`src/sv/assert_macros.svh`:
```
// Assertion macros used by the free list RTL.
`ifndef ASSERT_MACROS_SVH
`define ASSERT_MACROS_SVH

// Check a property on every rising clk edge outside reset.
`define ASSERT_CLK(label, prop, msg) \
  label: assert property (@(posedge clk) disable iff (rst) (prop)) else $error(msg);

// Check a property on every rising clk edge, reset included.
`define ASSERT_ALWAYS(label, prop, msg) \
  label: assert property (@(posedge clk) (prop)) else $error(msg);

`endif

```
`src/sv/dpfl_ram.sv`:
```
// Generic single write, single read RAM with registered read data.
module dpfl_ram #(
  parameter int DEPTH = 16,
  parameter int WIDTH = 8,
  parameter int AW    = 4
) (
  input  logic             clk,
  input  logic             we,
  input  logic [AW-1:0]    waddr,
  input  logic [WIDTH-1:0] wdata,
  input  logic             re,
  input  logic [AW-1:0]    raddr,
  output logic [WIDTH-1:0] rdata
);

  logic [WIDTH-1:0] mem [DEPTH];

  always_ff @(posedge clk) begin
    if (we) begin
      mem[waddr] <= wdata;
    end
  end

  always_ff @(posedge clk) begin
    if (re) begin
      rdata <= mem[raddr];
    end
  end

endmodule

```
`config.mk`:
```
export PLATFORM = sky130hd
export DESIGN_NAME = dpfl_ram
export DESIGN_NICKNAME = d
export VERILOG_FILES = /design/src/sv/assert_macros.svh /design/src/sv/dpfl_ram.sv
export SDC_FILE = /design/constraint.sdc
export NUM_CORES = 1
export LEC_CHECK = 0
export BUFFER_PORTS_ARGS = -buffer_cell sky130_fd_sc_hd__buf_2
export CELL_PAD_IN_SITES_DETAIL_PLACEMENT = 0
export CELL_PAD_IN_SITES_GLOBAL_PLACEMENT = 1
export CORE_MARGIN = 3
export CORE_UTILIZATION = 53
export CTS_BUF_LIST = sky130_fd_sc_hd__clkbuf_8 sky130_fd_sc_hd__clkbuf_16
export DETAILED_ROUTE_END_ITERATION = 12
export GPL_TIMING_DRIVEN = 0
export PLACE_DENSITY = 0.86
export SETUP_SLACK_MARGIN = 0.5
export SLEW_MARGIN = 25
export SYNTH_ARGS = -nofsm -noshare
export SYNTH_HDL_FRONTEND = slang
export SYNTH_SLANG_ARGS = --single-unit
```
`constraint.sdc`:
```
create_clock -name clk -period 2.26 [get_ports clk]
set_input_delay 0.339 -clock clk [delete_from_list [all_inputs] [get_ports clk]]
set_output_delay 0.339 -clock clk [all_outputs]
set_load 0.1 [all_outputs]
```
Word level (Yosys, flattened, before mapping)

Memories as Yosys holds them, arrays and structs flattened. A register that Yosys moved wholly into a read port is not among the register bits.
Cells that the tools add are included.

Muxes and demuxes: 2

Operators by type and width:

| kind             | number |
|---|---|
| 2-to-1 mux 1 bit | 2 |

Output and inout bits: 8
Bits in writable memories: 128
Logic and storage cells: 3
Bits in registers: 0
Input bits: 19
Memories kept: 1

Memory list:

| memory | depth | bits a word | read ports | clocked after Yosys merged registers in | wr ports | RTL line       | text |
|---|---|---|---|---|---|---|---|
| mem    | 16    | 8           | 1          | 1                                       | 1        | dpfl_ram.sv:16 | `logic [WIDTH-1:0] mem [DEPTH];` |

Logic depth before layout (Yosys ltp)

Gate-level depths: netlist of run 1.

Word-level depth: 2
Gate-level depth with buffers: 5
Mapped depth without buffers: 3

Least setup slack after synthesis of run 1

OpenSTA, ideal clock, no wires.

Path kind: in2reg
Start point: input waddr[2]
End point: memory mem[0][0], enable pin
Setup time: 383 ps
Stages: 2
Setup slack: 428 ps
Path buffers: 0
Data required time: 1877 ps
Data arrival time: 1449 ps
Cell sequence: or3b_2 nor3_1

RTL lines:

| element         | RTL line       | text |
|---|---|---|
| start, declared | dpfl_ram.sv:9  | `input logic [AW-1:0] waddr,` |
| end, declared   | dpfl_ram.sv:16 |  |

Straight into the memory's write port.

Final worst setup path of run 1

Start point: input waddr[2]
End point: memory mem[2][6], enable pin

Straight into the memory's write port.

==> impl_metrics.tcl, run 1 <==
set metrics [dict create \
    status "complete, no violations" \
    period_minus_slack_ns 1.61 \
    async_reset_ff_share_pct 0 \
    finalHoldViolCount 0 \
    peakVddDrop_v 0.000533 \
    relSlewSlack_pct 37.7 \
    postSynthCellCount 229 \
    synth_most_common_cell "edfxtp_1" \
    max_freq_mhz 621 \
    crit_chain "buf_2 -> or3b_2 -> nor2_1" \
    grt.total_usage_pct 19.2 \
    p_per_area_nw_per_um2 987 \
    grt_pass1_wl_mm 14.9 \
    num_vias 2511 \
    finalSetupViolations 0 \
    ant_nets 0 \
    firstDrtPassIters 5 \
    worstMarginPinSlew_ns 0.931 \
    syn_area_per_cell_sq_um 22.8 \
    cts_resized 0 \
    maxSlewViolCount 0 \
    crit_type "input pin to flop" \
    dieArea_sq_um 11100 \
    synth_edf_count 136 \
    routed_wl_mm 9.80 \
    io_pins 27 \
    drive_gt1_share_pct 30.8 \
    clk_pin_slew_worst_paths_ns 0.06 \
    clock_tree.root_cell "clkbuf_8" \
    finalCritPeriodShare_pct 71.2 \
    cts_htree_levels 4 \
    skew_ns 0.00372 \
    power_leakage_nw 2.07 \
    antenna_found_initial 0 \
    postCtsHoldBufs 0 \
    yosysUniqueCellTypes 18 \
    grt_max_degree 17 \
    synth_warnings 0 \
    yosys-top-cells-area "edfxtp_1, mux4_2, mux4_1, a22oi_1, nor2_1" \
    stdcell_area_sq_um 6160 \
    die_w_um 105 \
    synth_area_sq_um 5230 \
    max_stage_delay_ns 0.74 \
    worstSetupStartpointType "input pin" \
    dpl.hpwl_mm 5.92 \
    clock-sinks 136 \
    clk_latency_ns 0.51 \
    io_buffers 25 \
    start_util_pct 55.5 \
    min_path_type "input pin to flop" \
    fillers 593 \
    die_h_um 105 \
    synth_top_area_cell "edfxtp_1" \
    crit_path_end_kind "flop" \
    cts_setup_buffers 0 \
    routedWlPerCell_um 23.6 \
    drt_iter0_drc 253 \
    n_antenna_cell 0 \
    dpl-instance-area_sq_um 5530 \
    cts_buffers 17 \
    core_area_sq_um 9420 \
    syn2layout_area_growth_pct 17.8 \
    routed_via_density 6.05 \
    cp.arrival_ns 1.74 \
    synth_seq_cells 136 \
    required_ns 2.39 \
    synth-seq-area-share_pct 78.1 \
    yosysTopAreaCellShare_pct 78.1 \
    cts_tree "done" \
    clockBufferDepth 2 \
    fp-row-count 35 \
    critPathMaxFanout 8 \
    rsz0062_at_grt "false" \
    crit_path_top_delay_cell "nor2_1" \
    synthTopCellsByCount "edfxtp_1, mux4_2, a22oi_1" \
    ys_dominant_reg_cell "edfxtp_1" \
    timing.max_cap.violations 0 \
    place.gp.congestion 0.737 \
    tns_ns 0 \
    grt_pass1_vias 2570 \
    nNetsFinal 292 \
    route.detailed.drc 0 \
    syn_nets 248 \
    grt_overflow 0 \
]
-- flip-flops by register name (all words and copies together) (netlist names) --
| name | count |
|---|---|
| rdata | 8 |
| mem | 128 |
-- logic make-up after synthesis --
group | share of synthesized area [%]
flip-flops | 78.1
AND/OR/NAND/NOR | 3.14
multiplexers | 14.8
AO/OA/AOI/OAI | 2.30
buffers and inverters | 1.65
-- worst paths after layout --
check / from / to / slack (ns) / depth (start not counted)
hold / removal: re / rdata[7] / 0.16 / 1
setup / recovery: waddr[2] / mem[2][6] / 0.65 / 3
hold reg to reg: mem[9][2] / rdata[2] / 0.77 / 3
setup reg to reg: mem[5][2] / rdata[2] / 0.67 / 3
-- critical path, delay by kind of cell --
family,cells,cell delay (ns)
buf+inv,1,0.11
simple gates,2,1.29
-- power by group --
| group | switching, W | internal [W] |
|---|---|---|
| Combinational | 0.000244 | 0.000110 |
| Sequential | 0.0000126 | 0.00284 |
| Clock | 0.000979 | 0.00189 |
| Total | 0.00124 | 0.00484 |
-- stage by stage --
step,total power (W),std cells,worst slack (ns),util [%],hold slack [ns]
after global routing,0.00624,415,0.627,65.4,0.160
final,0.00608,415,0.650,65.4,0.159
after global placement,0.00325,383,0.163,58.6,0.669
after floorplan,0.00314,229,0.639,-,0.438
after CTS,0.00611,415,0.639,65.4,0.139
after detailed placement,0.00326,383,0.167,58.8,0.681
-- metal layers --
metal  GRT usage [%]  wire length, um  vias up  part of all wire [%]
met4            10.3              312        0                   3.2
met1            26.5             4080     1284                    42
li1                -                -     1067                     -
met2            28.6             4780      131                    49
met3            4.41              625       29                   6.4
met5               0                0        -                     0
-- cell type report --
type	instances	area, sq um	area share [%]
Multi-Input combinational cell	83	1080	17.5
Clock buffer	17	414	6.73
Tap cell	129	161	2.62
Sequential cell	136	4080	66.3
Clock inverter	15	209	3.39
Buffer	10	86.3	1.40
Timing Repair Buffer	25	125	2.03
-- placed cells by master, fill, tap and decap left out, drive strengths merged --
cell type	Yosys	final
a22oi	16	16
and2	1	1
and2b	1	1
buf	7	32
bufinv	0	5
clkbuf	0	17
clkdlybuf4s25	3	3
clkinv	0	9
edfxtp	136	136
inv	0	1
mux4	32	32
nand2	9	9
nand2b	2	2
nand3	1	1
nand3b	2	2
nor2	13	13
nor2b	1	1
nor3	4	4
or3b	1	1
(Power assumes the default switching activity.)
==> run 2: changes to the inputs <==
Settings changed: ABC_AREA set to 1, CORE_UTILIZATION 53 to 44, PLACE_DENSITY 0.86 to 0.83.
Clock period 2.26 ns to 1.3 ns, I/O delays scaled along.
==> run 2 against run 1 <==
Sequential share of layout area is 13 points lower; clock skew rose by 0.0028 ns; synthesized cell count grew 140%; cell area up 25%; power is 77% higher; wire length increased by 49%; utilization is 5.4 points lower; largest cell class unchanged; largest power group is now sequential cells.
==> impl_metrics.tcl, run 2 <==
set metrics [dict create \
    nNetsFinal 624 \
    regMostFlops "mem" \
    max_stage_delay_ns 0.41 \
    cp.arrival_ns 1.03 \
    route.detailed.drc 0 \
    synth_area_sq_um 5850 \
    syn2layout_area_growth_pct 31.6 \
    grt_pass1_wl_mm 22.3 \
    period_minus_slack_ns 1.23 \
    drt_iter0_drc 355 \
    layout_common_cells "nand2_1, edfxtp_1, inv_1" \
    drive_gt1_share_pct 32.7 \
    place.gp.congestion 0.830 \
    n_antenna_cell 0 \
    start_util_pct 45.6 \
    min_path_type "input pin to flop" \
    yosysTopAreaCellShare_pct 69.8 \
    grt.total_usage_pct 21.0 \
    cts_buffers 17 \
    yosysUniqueCellTypes 11 \
    use_met3_pct 3.78 \
    postSynthCellCount 551 \
    finalCritPeriodShare_pct 94.4 \
    tns_ns 0 \
    dpl.hpwl_mm 9.36 \
    pre_cts_slack_ns -0.232 \
    crit_chain "buf_6" \
    synth_top_area_cell "edfxtp_1" \
    syn_nets 570 \
    worstSetupStartpointType "flop" \
    critPathMaxFanout 1 \
    ys_dominant_reg_cell "edfxtp_1" \
    timing.rr.start "mem[14][5]" \
    yosys-top-cells-area "edfxtp_1, nand2_1, nand3_1, inv_1, buf_6" \
    antenna_found_initial 0 \
    clk_pin_slew_worst_paths_ns 0.06 \
    synth_warnings 0 \
    largest_reg_flops 128 \
    crit_path_top_delay_cell "edfxtp_1" \
    critPathTopFamily "flip-flops" \
    routedWlPerCell_um 18.5 \
    cts_htree_levels 4 \
    instances_no_fill 790 \
    synth_top_family_by_area "simple AND/OR/NAND/NOR gates" \
    yosys.area_share.simple_pct 20.8 \
    synth_edf_count 136 \
    final_common_cell "nand2_1" \
    cts_tree "done" \
    power_leakage_nw 3.19 \
    grt_max_degree 17 \
    p_per_area_nw_per_um2 1400 \
    core_area_sq_um 12800 \
    status "complete, no violations" \
    max_freq_mhz 815 \
    min_from "re" \
    synth-seq-area-share_pct 69.8 \
    required_ns 1.11 \
    relSlewSlack_pct 72.0 \
    synth_compound_area_share_pct 0 \
    io_pins 27 \
    synthTopCellsByCount "nand2_1, edfxtp_1, inv_1" \
    rsz0062_at_grt "true" \
    async_reset_ff_share_pct 0 \
    die_h_um 121 \
    timing.max_cap.violations 0 \
    dieArea_sq_um 14700 \
    placed_cells 746 \
    clk_latency_ns 0.42 \
    synth_xor_area_share_pct 0 \
    fin_util_pct 60.0 \
    grt_pass1_vias 4036 \
    muxShareOfSynthArea_pct 0 \
    grt.busiest_layer "met2" \
    worstMarginPinSlew_ns 0.420 \
    firstDrtPassIters 6 \
    num_vias 4075 \
    ant_nets 0 \
    synthAdderAreaFrac_pct 0 \
    maxSlewViolCount 0 \
    finalSetupViolations 0 \
    crit_path_end_kind "output pin" \
    routed_via_density 5.16 \
    synth_most_common_cell "nand2_1" \
    syn_area_per_cell_sq_um 10.6 \
    synth_seq_cells 136 \
    die_w_um 121 \
    critPathBufInv 1 \
    critPathLaunch "rdata[5]" \
    grt_overflow 0 \
    finalHoldViolCount 0 \
    routed_wl_mm 14.6 \
    clockBufferDepth 2 \
    fp-row-count 41 \
    stdcell_area_sq_um 7690 \
    clock-sinks 136 \
    skew_ns 0.00656 \
    io_buffers 23 \
    grtUsageMet1_pct 27.3 \
    grtUsageMet2_pct 34.1 \
    clock_tree.root_cell "clkbuf_16" \
    finalWorstSetupSlack_ns 0.0726 \
    dpl-instance-area_sq_um 6440 \
    reg_top3 "mem (128), rdata (8)" \
    peakVddDrop_v 0.000813 \
    crit_type "flop to output pin" \
]
-- run 2: cell types whose count changed in the layout (fill, tap and decap cells not counted), moves of 17 or more --
cell / before / now
nand2_2: 0 / 29
nor2_4: 0 / 17
inv_1: 1 / 96
nand2_1: 9 / 139
mux4_2: 18 / 0
buf_6: 3 / 27
nand3_2: 0 / 52
nand3_1: 1 / 39
-- run 2: where the power goes --
part	internal, W	switching (W)	total (W)
logic	0.000319	0.000729	0.00105
registers	0.00494	0.0000296	0.00497
clock network	0.00297	0.00177	0.00474
total	0.00823	0.00253	0.0108
-- run 2: layout make-up --
cell class	count	area (sq um)
Buffer	24	251
Fill cell	984	5130
Timing Repair Buffer	35	375
Clock inverter	15	160
Multi-Input combinational cell	289	1790
Sequential cell	136	4080
Tap cell	172	215
Clock buffer	17	425
Inverter	102	395
-- run 2: final timing paths --
check | end | slack [ns] | cells after the start
setup / recovery | rdata[5] | 0.07 | 1
hold / removal | rdata[7] | 0.13 | 1
setup reg to reg | rdata[5] | 0.20 | 6
hold reg to reg | rdata[1] | 0.77 | 6
-- run 2: kinds of logic (layout without fill, tap and decap cells) --
logic type,after synthesis,in the layout
DFF,136,136
and+or+nand+nor,289,289
buffers and inverters,126,193
-- run 2: metal layers --
layer	vias to the layer above	wire (um)
li1	1898	-
met1	1984	5990
met2	155	7170
met3	38	1000
met4	0	444
met5	-	0
-- run 2: what timing repair did --
action,CTS,global route
hold endpoints to repair,0,0
hold buffers,0,0
gates resized for setup,68,45
buffers inserted,12,0
setup endpoints to repair,80,89
pin swaps,36,28
-- run 2: through the flow --
| step | power (W) | hold WS, ns |
|---|---|---|
| detailed placement | 0.00592 | 0.560 |
| finish | 0.0108 | 0.126 |
| CTS | 0.0107 | 0.123 |
| global route | 0.0111 | 0.134 |
| floorplan | 0.00563 | 0.294 |
| global placement | 0.00590 | 0.556 |
