`config.mk`:
```
export PLATFORM = sky130hd
export DESIGN_NAME = dpfl_alloc
export DESIGN_NICKNAME = d
export VERILOG_FILES = /design/src/sv/dpfl_pkg.sv /design/src/sv/dpfl_alloc.sv
export VERILOG_INCLUDE_DIRS = /design/src /design/src/sv
export SDC_FILE = /design/constraint.sdc
export NUM_CORES = 1
export LEC_CHECK = 0
export ABC_AREA = 1
export ABC_CLOCK_PERIOD_IN_PS = 2800
export BUFFER_PORTS_ARGS = -buffer_cell sky130_fd_sc_hd__buf_2
export CAP_MARGIN = 40
export CELL_PAD_IN_SITES_DETAIL_PLACEMENT = 0
export CELL_PAD_IN_SITES_GLOBAL_PLACEMENT = 1
export CORE_MARGIN = 3
export CORE_UTILIZATION = 34
export CTS_BUF_LIST = sky130_fd_sc_hd__clkbuf_8 sky130_fd_sc_hd__clkbuf_16
export DETAILED_ROUTE_END_ITERATION = 8
export GPL_TIMING_DRIVEN = 0
export PLACE_DENSITY = 0.91
export SYNTH_ARGS = -nofsm -noshare
export SYNTH_HDL_FRONTEND = slang
export SYNTH_SLANG_ARGS = --single-unit
```
`constraint.sdc`:
```
create_clock -name clk -period 2.8 [get_ports clk]
set_input_delay 0.42 -clock clk [delete_from_list [all_inputs] [get_ports clk]]
set_output_delay 0.42 -clock clk [all_outputs]
set_load 0.02 [all_outputs]
```
`src/sv/assert_macros.svh`:
```
// Assertion macros used by the free list RTL.
`ifndef ASSERT_MACROS_SVH
`define ASSERT_MACROS_SVH

// Check a property on every rising clk edge outside reset.
`define ASSERT_CLK(label, prop, msg) \
  label: assert property (@(posedge clk) disable iff (rst) (prop)) else $error(msg);

// Check a property on every rising clk edge, reset included.
`define ASSERT_ALWAYS(label, prop, msg) \
  label: assert property (@(posedge clk) (prop)) else $error(msg);

`endif

```
`src/sv/dpfl_pkg.sv`:
```
// Package with sizes, codes and payload types of the dual pool free list.
package dpfl_pkg;

  localparam int MAIN_DEPTH     = 256;
  localparam int RESERVED_DEPTH = 16;
  localparam int ADDR_WIDTH     = 48;

  localparam int MAIN_AW = (MAIN_DEPTH > 1) ? $clog2(MAIN_DEPTH) : 1;
  localparam int RES_AW  = (RESERVED_DEPTH > 1) ? $clog2(RESERVED_DEPTH) : 1;
  localparam int MAIN_CW = $clog2(MAIN_DEPTH + 1);
  localparam int RES_CW  = $clog2(RESERVED_DEPTH + 1);

  localparam logic [1:0] KIND_ALLOC_MAIN = 2'd0;
  localparam logic [1:0] KIND_ALLOC_RES  = 2'd1;
  localparam logic [1:0] KIND_FREE       = 2'd2;
  localparam logic [1:0] KIND_UNUSED     = 2'd3;

  localparam logic [1:0] STATUS_OK    = 2'd0;
  localparam logic [1:0] STATUS_EMPTY = 2'd1;
  localparam logic [1:0] STATUS_FULL  = 2'd2;

  // Which pool delivers the granted address.
  localparam logic [1:0] SRC_NONE = 2'd0;
  localparam logic [1:0] SRC_MAIN = 2'd1;
  localparam logic [1:0] SRC_RES  = 2'd2;

  typedef struct packed {
    logic [1:0]            kind;
    logic [ADDR_WIDTH-1:0] buffer_address;
  } req_t;

  typedef struct packed {
    logic [ADDR_WIDTH-1:0] granted_address;
    logic [1:0]            status;
  } rsp_t;

  typedef struct packed {
    logic               we;
    logic [MAIN_AW-1:0] waddr;
    logic               re;
    logic [MAIN_AW-1:0] raddr;
  } main_port_t;

  typedef struct packed {
    logic              we;
    logic [RES_AW-1:0] waddr;
    logic              re;
    logic [RES_AW-1:0] raddr;
  } res_port_t;

endpackage

```
`src/sv/dpfl_alloc.sv`:
```
// Stack pointer control: decode a request, update the pool counts, drive the stores.
`include "assert_macros.svh"

module dpfl_alloc (
  input  logic                           clk,
  input  logic                           rst,
  input  logic                           req_valid,
  input  dpfl_pkg::req_t                 req,
  input  logic [dpfl_pkg::ADDR_WIDTH-1:0] reserved_base,
  output dpfl_pkg::main_port_t           main_port,
  output dpfl_pkg::res_port_t            res_port,
  output logic                           rsp_valid,
  output logic [1:0]                     rsp_status,
  output logic [1:0]                     rsp_src
);
  import dpfl_pkg::*;

  logic [MAIN_CW-1:0] main_count, main_count_next, main_dec;
  logic [RES_CW-1:0]  res_count, res_count_next, res_dec;
  logic [1:0]         status_next, src_next;
  logic               main_full, res_full;

  assign main_dec  = main_count - MAIN_CW'(1);
  assign res_dec   = res_count - RES_CW'(1);
  assign main_full = (main_count == MAIN_CW'(MAIN_DEPTH));
  assign res_full  = (res_count == RES_CW'(RESERVED_DEPTH));

  always_comb begin
    main_count_next = main_count;
    res_count_next  = res_count;
    status_next     = STATUS_OK;
    src_next        = SRC_NONE;
    main_port.we    = 1'b0;
    main_port.waddr = main_count[MAIN_AW-1:0];
    main_port.re    = 1'b0;
    main_port.raddr = main_dec[MAIN_AW-1:0];
    res_port.we     = 1'b0;
    res_port.waddr  = res_count[RES_AW-1:0];
    res_port.re     = 1'b0;
    res_port.raddr  = res_dec[RES_AW-1:0];
    if (req_valid) begin
      unique case (req.kind)
        KIND_ALLOC_MAIN: begin
          if (main_count == '0) begin
            status_next = STATUS_EMPTY;
          end else begin
            main_port.re    = 1'b1;
            main_count_next = main_dec;
            src_next        = SRC_MAIN;
          end
        end
        KIND_ALLOC_RES: begin
          if (res_count == '0) begin
            status_next = STATUS_EMPTY;
          end else begin
            res_port.re    = 1'b1;
            res_count_next = res_dec;
            src_next       = SRC_RES;
          end
        end
        KIND_FREE: begin
          // Route the address to the reserved pool at or above the base.
          if (req.buffer_address >= reserved_base) begin
            if (res_full) begin
              status_next = STATUS_FULL;
            end else begin
              res_port.we    = 1'b1;
              res_count_next = res_count + RES_CW'(1);
            end
          end else begin
            if (main_full) begin
              status_next = STATUS_FULL;
            end else begin
              main_port.we    = 1'b1;
              main_count_next = main_count + MAIN_CW'(1);
            end
          end
        end
        KIND_UNUSED: begin
          status_next = STATUS_OK;
        end
        default: begin
          status_next = STATUS_OK;
        end
      endcase
    end
  end

  always_ff @(posedge clk) begin
    if (rst) begin
      main_count <= '0;
      res_count  <= '0;
      rsp_valid  <= 1'b0;
      rsp_src    <= SRC_NONE;
    end else begin
      main_count <= main_count_next;
      res_count  <= res_count_next;
      rsp_valid  <= req_valid;
      rsp_src    <= src_next;
    end
  end

  always_ff @(posedge clk) begin
    rsp_status <= status_next;
  end

  `ASSERT_CLK(a_main_bound, main_count <= MAIN_CW'(MAIN_DEPTH), "main pool count overflow")
  `ASSERT_CLK(a_res_bound, res_count <= RES_CW'(RESERVED_DEPTH), "reserved pool count overflow")
  `ASSERT_CLK(a_one_rsp, req_valid |=> rsp_valid, "request without response")
  `ASSERT_CLK(a_idle_hold, !req_valid |=> $stable(main_count) && $stable(res_count), "count moved while idle")
  `ASSERT_CLK(a_grant_ok, rsp_src != SRC_NONE |-> rsp_status == STATUS_OK, "grant with bad status")

endmodule

```
# Word-level counts from Yosys, hierarchy flattened
# Cells that the tools add are included.
word_totals:
  regBits: 19
  input_bits: 101
  output_inout_bits: 33
  elab_cells: 61
op_classes:
  addsub: 4
  order_cmp: 1
  n_eq_ne: 11
  mux: 31
  bitwise_logic: 1
  reduce_logical: 8
ops:
  columns: ["operator", "count"]
  rows:
  - ["$ge A48 B48 Y1", 1]
  - ["$mux W9", 3]
  - ["$pmux W9 S2", 1]
  - ["$mux W1", 17]
  - ["$mux W5", 3]
  - ["$ne A2 B2 Y1 const B", 6]
  - ["$pmux W5 S2", 1]
  - ["$reduce_and A5 Y1", 2]
  - ["$add A9 B1 Y9 const B", 1]
  - ["$eq A9 B9 Y1 const B", 1]
  - ["$logic_not A9 Y1", 1]
  - ["$sub A9 B1 Y9 const B", 1]
  - ["$mux W2", 4]
  - ["$pmux W2 S4", 1]
  - ["$add A5 B1 Y5 const B", 1]
  - ["$eq A5 B5 Y1 const B", 1]
  - ["$logic_not A5 Y1", 1]
  - ["$sub A5 B1 Y5 const B", 1]
  - ["$eq A2 B2 Y1 const B", 2]
  - ["$pmux W2 S2", 1]
  - ["$reduce_bool A2 Y1", 2]
  - ["$eq A2 B1 Y1 const B", 1]
  - ["$logic_not A2 Y1", 1]
  - ["$reduce_or A2 Y1", 1]
  - ["$not A1 Y1", 1]

# Logic depth before layout (Yosys ltp)
# Gate-level depths: netlist (run 1).
depth:
  depth_word: 5
  depth_mapped: 18
  depth_no_buf: 18

# Worst setup path before layout (run 1)
# OpenSTA, ideal clock, no wires.
synth_timing:
  path_kind: "input -> output"
  startpoint: "in reserved_base[47] in the netlist's numbering"
  endpoint: "out res_port[9] in the netlist's numbering"
  arrival_ps: 1718
  required_time_ps: 2380
  setup_slack_ps: 662
  path_stages: 12
  path_buffers: 0
  cell_sequence: "inv_1 ha_1 nand4_1 nor2_1 nand2_1 nor2_1 nand2_1 nand2_1 nor2_1 nand2_1 nand2_1 nor2_1"
synth_rtl:
  columns: ["item", "line", "text"]
  rows:
  - ["start: declaration", "dpfl_alloc.sv:9", "input logic [dpfl_pkg::ADDR_WIDTH-1:0] reserved_base,"]
  - ["end: declaration", "dpfl_alloc.sv:11", "output dpfl_pkg::res_port_t res_port,"]

==> results of run 1 <==
==> kinds of logic after synthesis <==
family,count (synthesis)
buffers and inverters,105
XOR/XNOR,16
flip-flops,19
AO/OA/AOI/OAI,52
adder cells (fa/ha/maj),53
AND/OR/NAND/NOR,179
==> cell type report <==
type / count / area share
clock buffers: 3 / 0.0116
clock inverters: 1 / 0.00106
flip-flops and latches: 19 / 0.107
inverters: 88 / 0.0945
multi-input cells: 300 / 0.528
well taps: 99 / 0.0349
repair buffers: 133 / 0.188
plain buffers: 17 / 0.0353
==> worst max-delay path, delay by kind of cell (launching register included) <==
kind	cells	cell delay, ns
adder cells (fa/ha/maj)	1	0.26
buffers and inverters	2	0.33
flip-flops	1	0.35
AND/OR/NAND/NOR	7	0.79
==> state kept, by name, summed over array words and instances, names as in the netlist <==
name        cells
rsp_status      2
rsp_src         2
res_count       5
main_count      9
rsp_valid       1
==> power by group through the flow <==
stage	clock [mW]	combinational [mW]	sequential, mW
6_report	0.197	0.654	0.317
2_1_floorplan	0	0.447	0.322
3_3_place_gp	0	0.645	0.323
5_1_grt	0.213	0.748	0.320
4_1_cts	0.202	0.663	0.317
3_5_place_dp	0	0.658	0.323
==> layer usage <==
| layer | track usage | vias to the layer above | routed length [um] |
|---|---|---|---|
| met3 | 0.0268 | 6 | 470 |
| li1 | - | 1596 | - |
| met4 | 0.0216 | 0 | 76 |
| met5 | 0 | - | 0 |
| met2 | 0.294 | 75 | 3540 |
| met1 | 0.192 | 1256 | 3150 |
==> final timing paths <==
check | start | to | slack, ns | cells past startpoint
setup / recovery | main_count[0] | main_port[17] | 0.39 | 10
hold / removal | rst | main_count[6] | 0.41 | 2
setup reg to reg | main_count[0] | main_count[4] | 0.73 | 13
hold reg to reg | main_count[8] | main_count[8] | 0.49 | 2
==> cell usage in the layout (no fill, tap or decap) <==
master,Yosys,layout
clkbuf_1,2,2
dfxtp_1,19,19
a21o_1,3,3
o21ai_1,1,1
o21ai_0,15,15
nand2_2,1,1
nand3_4,1,1
nor4_1,1,1
ha_1,53,53
buf_4,12,12
inv_6,1,1
nand3_2,1,1
inv_1,87,88
xor2_1,16,16
o21a_1,2,2
nand2_4,2,2
nand2_1,99,99
buf_2,1,134
a21oi_2,1,1
a21oi_1,30,30
nand3_1,13,13
nor3_4,1,1
nor2_1,42,42
nand4_1,11,11
nor2_8,1,1
clkbuf_8,0,3
nor3_1,6,6
buf_6,2,2
==> metrics by stage <==
| step | util | power, mW | area [um2] |
|---|---|---|---|
| after detailed placement | 0.468 | 0.981 | 3500 |
| final | 0.474 | 1.17 | 3550 |
| after CTS | 0.474 | 1.18 | 3550 |
| after floorplan | - | 0.769 | 2710 |
| after global placement | 0.468 | 0.968 | 3500 |
| after global routing | 0.474 | 1.28 | 3550 |
==> key figures, run 1 <==
Synth
  • Unique masters post-synth: 27
  • Post-synth EDFFs: 0
  • Xor/xnor cell area share of the yosys netlist: 0.0517
  • Number of synthesized register bits: 19
  • Sequential share of the synthesized area: 0.140
  • Mean Syn Cell Area: 6.40 um2
  • Mapped Cells: 424
  • Simple-Gate Fraction of Synth Area: 0.292
  • Commonest cells post-synth: nand2_1 (99), inv_1 (87), ha_1 (53), nor2_1 (42), a21oi_1 (30)
  • Synth Flop Type: dfxtp_1
  • Top-count cell post-synth: nand2_1
  • Yosys top cell area share: 0.244
  • Largest family of logic cells by synthesized area: simple AND/OR/NAND/NOR gates
  • Synth Cell Area: 0.00271 mm2
  • Synth Area in Compound Gates: 0.102
  • Area contributors post-synth: ha_1 (24%), dfxtp_1 (14%), nand2_1 (14%), inv_1 (12%), nor2_1 (5.8%)
  • Ys async rst share: 0
  • Synth area leader: ha_1
  • Syn Nets: 578
  • Adder-cell share of the synthesized area: 0.244
  • Post-synthesis mux area share: 0
  • Ys Warns: 0

Critical path
  • Cell Chain, Critical Path: inv_1, ha_1, nand2_4, nor2_8, nand3_4, nor3_4, nand2_1, nand3_1, nor2_1, buf_2
  • Critical Path AT: 1.99 ns
  • Worst-path fanout max: 6
  • Crit Path Category: flip-flop to primary output
  • Startpoint types: flip-flop
  • WP data required: 2.38 ns
  • CP max-delay cell: dfxtp_1
  • Critical Path End Type: primary output
  • Slowest cell delay on critical path: 0.35 ns

Power and ir drop
  • Peak VDD IR: 199 uV
  • Flop pwr share: 0.271
  • Int Power: 0.660 mW
  • Clock share of power: 0.169
  • Pwr dens: 329 mW/mm2
  • Combinational power share: 0.560
  • Switch share: 0.435
  • Sw power: 0.507 mW
  • Lkg Pwr: 2.20 nW

Floorplan
  • Die height: 95.3 um
  • Die span in x: 95.3 um
  • Total die area: 0.00909 mm2
  • # IOs: 134
  • Rows: 31
  • Core area: 0.00749 mm2
  • Starting Density: 0.362

Drt
  • ANT nets after route: 0
  • Final WL: 7230 um
  • WL/cell: 11.0 um
  • Vias/cell: 4.44
  • DRT Pass-1 Iters: 4
  • Initial DRC Count: 53
  • DR DRC count: 0
  • Routed vias: 2933

Timing
  • Final setup vio count: 0
  • Hold slack: 0.410 ns
  • Least-Margin Pin Slew: 0.472 ns
  • RSZ-0062 raised after global routing: no
  • Pins Over Slew Limit: 0
  • Setup Skew: 0.00650 ns
  • Clock period minus worst slack: 2.41 ns
  • Setup_tns: 0 ns
  • FMAX: 415 MHz
  • Fin crit share: 0.861
  • Final Hold Viols: 0
  • PnR worst setup slack: 0.390 ns
  • Relative slew slack: 0.685

Cells and area
  • Fin cells: 660
  • Filler cell count: 791
  • Final net count: 716
  • Layout cells sized above 1: 0.285
  • Area of the multi-input gates: 0.00187 mm2
  • Seq. cell area: 380 um2
  • Area grow syn2layout: 30.8%
  • Diode count: 0

Clock network
  • CTS tree: built
  • Clock buffer depth: 2
  • Setup Buffers After CTS: 0
  • Worst-skew pair later-pin latency: 0.26 ns
  • Sinks on Clock Net: 19
  • CTS Buf Count: 3
  • H-Tree Depth: 1
  • Clk slew on worst S/H paths: 0.08 ns
  • CTS resizes: 0
  • Hold Buf Count CTS: 0
  • CTS root buffer: clkbuf_8

Global routing
  • GRT Residual Overflow: 0
  • Initial antenna violation count: 0
  • Vias in the first global route: 2844
  • Pin count of the biggest net entering global routing: 11
  • Total track usage: 0.158
  • First-pass GRT wire length: 11800 um

Placement
  • I/O Buffers: 133
  • # placed instances: 656
  • Detailed placer's ending HPWL: 6390 um
  • Gpl congestion: 0.808
  • Worst slack, placed: 0.424 ns

Job
  • Max-cap check violation count: 0

Run status
  • Status: finished clean

Min path
  • Hold Crit Class: input pin to flip-flop
Note: power is estimated with default switching activity, not from simulation.
==> run 2: changes to the inputs <==
--- a/config.mk
+++ b/config.mk
@@ -6,18 +6,17 @@
 export SDC_FILE = /design/constraint.sdc
 export NUM_CORES = 1
 export LEC_CHECK = 0
-export ABC_AREA = 1
 export ABC_CLOCK_PERIOD_IN_PS = 2800
 export BUFFER_PORTS_ARGS = -buffer_cell sky130_fd_sc_hd__buf_2
-export CAP_MARGIN = 40
+export CAP_MARGIN = 20
 export CELL_PAD_IN_SITES_DETAIL_PLACEMENT = 0
 export CELL_PAD_IN_SITES_GLOBAL_PLACEMENT = 1
 export CORE_MARGIN = 3
-export CORE_UTILIZATION = 34
+export CORE_UTILIZATION = 35
 export CTS_BUF_LIST = sky130_fd_sc_hd__clkbuf_8 sky130_fd_sc_hd__clkbuf_16
 export DETAILED_ROUTE_END_ITERATION = 8
 export GPL_TIMING_DRIVEN = 0
-export PLACE_DENSITY = 0.91
+export PLACE_DENSITY = 0.9
 export SYNTH_ARGS = -nofsm -noshare
 export SYNTH_HDL_FRONTEND = slang
 export SYNTH_SLANG_ARGS = --single-unit
==> run 2 against run 1 <==
Clock skew fell by 0.0051 ns. Critical endpoint is now res_port[9]. Die area decreased by 0.74%. Clock power rose by 3%. Cell count fell by 8.6%. Largest cell class unchanged. Non-clock buffer count is 12 higher. Worst hold slack about the same. Clock-buffer cell count stayed put. Utilization up 5.8 points. Wire length up 11%.
==> key figures, run 2 <==
Run status
  • Status: finished clean

Synth
  • Area contributors post-synth: ha_1 (24%), dfxtp_1 (14%), inv_1 (8.3%), a21oi_1 (4.7%), buf_4 (3.3%)
  • Simple-Gate Fraction of Synth Area: 0.237
  • Synth Area in Compound Gates: 0.185
  • Ys Warns: 0
  • Adder-cell share of the synthesized area: 0.239
  • Commonest cells post-synth: inv_1 (61), ha_1 (53), a21oi_1 (26), nand2_1 (23), dfxtp_1 (19)
  • Synth Cell Area: 0.00277 mm2
  • Syn Nets: 512
  • Mapped Cells: 358
  • Sequential share of the synthesized area: 0.137
  • Xor/xnor cell area share of the yosys netlist: 0.0316
  • Number of synthesized register bits: 19
  • Synth Flop Type: dfxtp_1
  • Post-synthesis mux area share: 0.0384
  • Mean Syn Cell Area: 7.74 um2
  • Largest family of logic cells by synthesized area: adder cells
  • Synth area leader: ha_1
  • Unique masters post-synth: 65
  • Yosys top cell area share: 0.239
  • Ys async rst share: 0
  • Post-synth EDFFs: 0
  • Top-count cell post-synth: inv_1

Drt
  • DR top layer: met4
  • DRT Pass-1 Iters: 4
  • Vias/cell: 5.06
  • Routed wl met2: 4210 um
  • Met3 Wirelength: 470 um
  • ANT nets after route: 0
  • Met1 wire length: 3270 um
  • Routed vias: 3049
  • Final WL: 8040 um
  • WL/cell: 13.3 um
  • DR DRC count: 0
  • Initial DRC Count: 59

Floorplan
  • Rows: 31
  • Die height: 95.0 um
  • Total die area: 0.00902 mm2
  • # IOs: 134
  • Die span in x: 95.0 um
  • Core area: 0.00745 mm2
  • Starting Density: 0.372

Timing
  • Hold slack: 0.410 ns
  • RSZ-0062 raised after global routing: yes
  • Pins Over Slew Limit: 0
  • Final setup vio count: 0
  • Fin crit share: 0.981
  • Relative slew slack: 0.584
  • Least-Margin Pin Slew: 0.625 ns
  • Setup Skew: 0.00143 ns
  • Final Hold Viols: 0
  • Clock period minus worst slack: 2.75 ns
  • Setup_tns: 0 ns
  • FMAX: 364 MHz

Cells and area
  • Most frequent cells in the layout: buf_2 (127), inv_1 (50), ha_1 (39), a21oi_1 (24), nand2_1 (23)
  • Diode count: 0
  • Largest regs: main_count (9), res_count (5)
  • Most common cell after layout, fill and taps aside: buf_2
  • Layout cells sized above 1: 0.433
  • Max reg flops: 9
  • Area grow syn2layout: 43.0%
  • Top reg by flops: main_count
  • Fin cells: 603
  • Final net count: 659

Clock network
  • CTS Buf Count: 3
  • Clk slew on worst S/H paths: 0.08 ns
  • Hold Buf Count CTS: 0
  • CTS tree: built
  • Worst-skew pair later-pin latency: 0.26 ns
  • Sinks on Clock Net: 19
  • CTS root buffer: clkbuf_8
  • H-Tree Depth: 1
  • Clock buffer depth: 2

Power and ir drop
  • Peak VDD IR: 340 uV
  • Combinational power share: 0.681
  • Pwr dens: 451 mW/mm2
  • Switch share: 0.459
  • Sw power: 0.821 mW
  • Clock share of power: 0.113
  • Int Power: 0.966 mW
  • Flop pwr share: 0.206
  • Lkg Pwr: 2.05 nW

Critical path
  • CP top delay family: compound AO/OA/AOI/OAI gates
  • Critical Path AT: 2.33 ns
  • Total stage count of the critical path: 8
  • Critical Path End Type: primary output
  • Worst-path fanout max: 4
  • FF-to-FF Start: main_count[0]
  • Startpoint types: input pin
  • Flop-to-flop setup slack: 0.31 ns
  • CP max-delay cell: or4_4
  • Crit Path Category: input pin to primary output
  • CP bufs+invs: 2
  • Cell Chain, Critical Path: buf_2, ha_4, nand4_1, or4_4, a221oi_4, o41ai_4, a31oi_4, buf_6
  • WP data required: 2.38 ns
  • Slowest cell delay on critical path: 0.55 ns
  • R2R cell count: 9
  • Crit path from: req[15]

Global routing
  • Vias in the first global route: 2939
  • Initial antenna violation count: 0
  • Pin count of the biggest net entering global routing: 12
  • First-pass GRT wire length: 12700 um
  • Total track usage: 0.170
  • GRT Residual Overflow: 0

Job
  • Max-cap check violation count: 0

Placement
  • # placed instances: 589
  • I/O Buffers: 132
  • Gpl congestion: 0.826
  • Detailed placer's ending HPWL: 6490 um

Min path
  • Hold Crit Start: req[48]
  • Hold Crit Class: input pin to flip-flop
  • Worst hold stages: 2
[run 2: kinds of logic (layout without fill, tap and decap cells)]
logic type	count (synthesis)	in the layout
xor gates and xnor gates	10	10
buffers and inverters	82	228
DFF	19	19
adders and majority gates	53	53
and+or+nand+nor	114	114
muxes	9	9
AOI/OAI and AO/OA	71	71
[run 2: metal layers]
| metal | vias up | track usage |
|---|---|---|
| met3 | 10 | 0.0303 |
| met2 | 89 | 0.317 |
| li1 | 1542 | - |
| met1 | 1408 | 0.206 |
| met5 | - | 0 |
| met4 | 0 | 0.0264 |
[run 2: path summary, 6_finish.rpt]
kind	endpoint
worst min-delay path	rsp_src[0]
worst max-delay path	res_port[9]
worst min register to register	main_count[1]
worst max register to register	main_count[2]
[run 2: power by group through the flow]
| stage | clock [mW] | combinational (mW) | sequential [mW] |
|---|---|---|---|
| after CTS | 0.204 | 1.12 | 0.365 |
| after detailed placement | 0 | 1.10 | 0.371 |
| final | 0.202 | 1.22 | 0.367 |
| after global placement | 0 | 1.08 | 0.369 |
| after global routing | 0.219 | 1.34 | 0.376 |
| after floorplan | 0 | 0.778 | 0.364 |
[run 2: final cells by class]
class,count,area [um2]
clock buffers,3,41.3
plain buffers,20,130
repair buffers,142,779
fillers,733,3490
inverters,62,238
multi-input cells,257,2260
well taps,99,124
flip-flops and latches,19,383
clock inverters,1,5.00
[run 2: per-stage QoR]
stage	utilization	power, mW	setup slack, ns	area, um2
floorplan	-	1.14	0.106	2770
global placement	0.477	1.45	-0.255	3550
detailed placement	0.477	1.47	-0.261	3550
CTS	0.494	1.69	0.00634	3680
global route	0.532	1.93	-0.0345	3960
finish	0.532	1.79	0.0543	3960
[run 2: what timing repair did]
| item | CTS | global route |
|---|---|---|
| setup buffers | 3 | 7 |
| resized for setup | 9 | 42 |
| pin swaps | 7 | 21 |
| endpoints found under the setup margin | 2 | 3 |
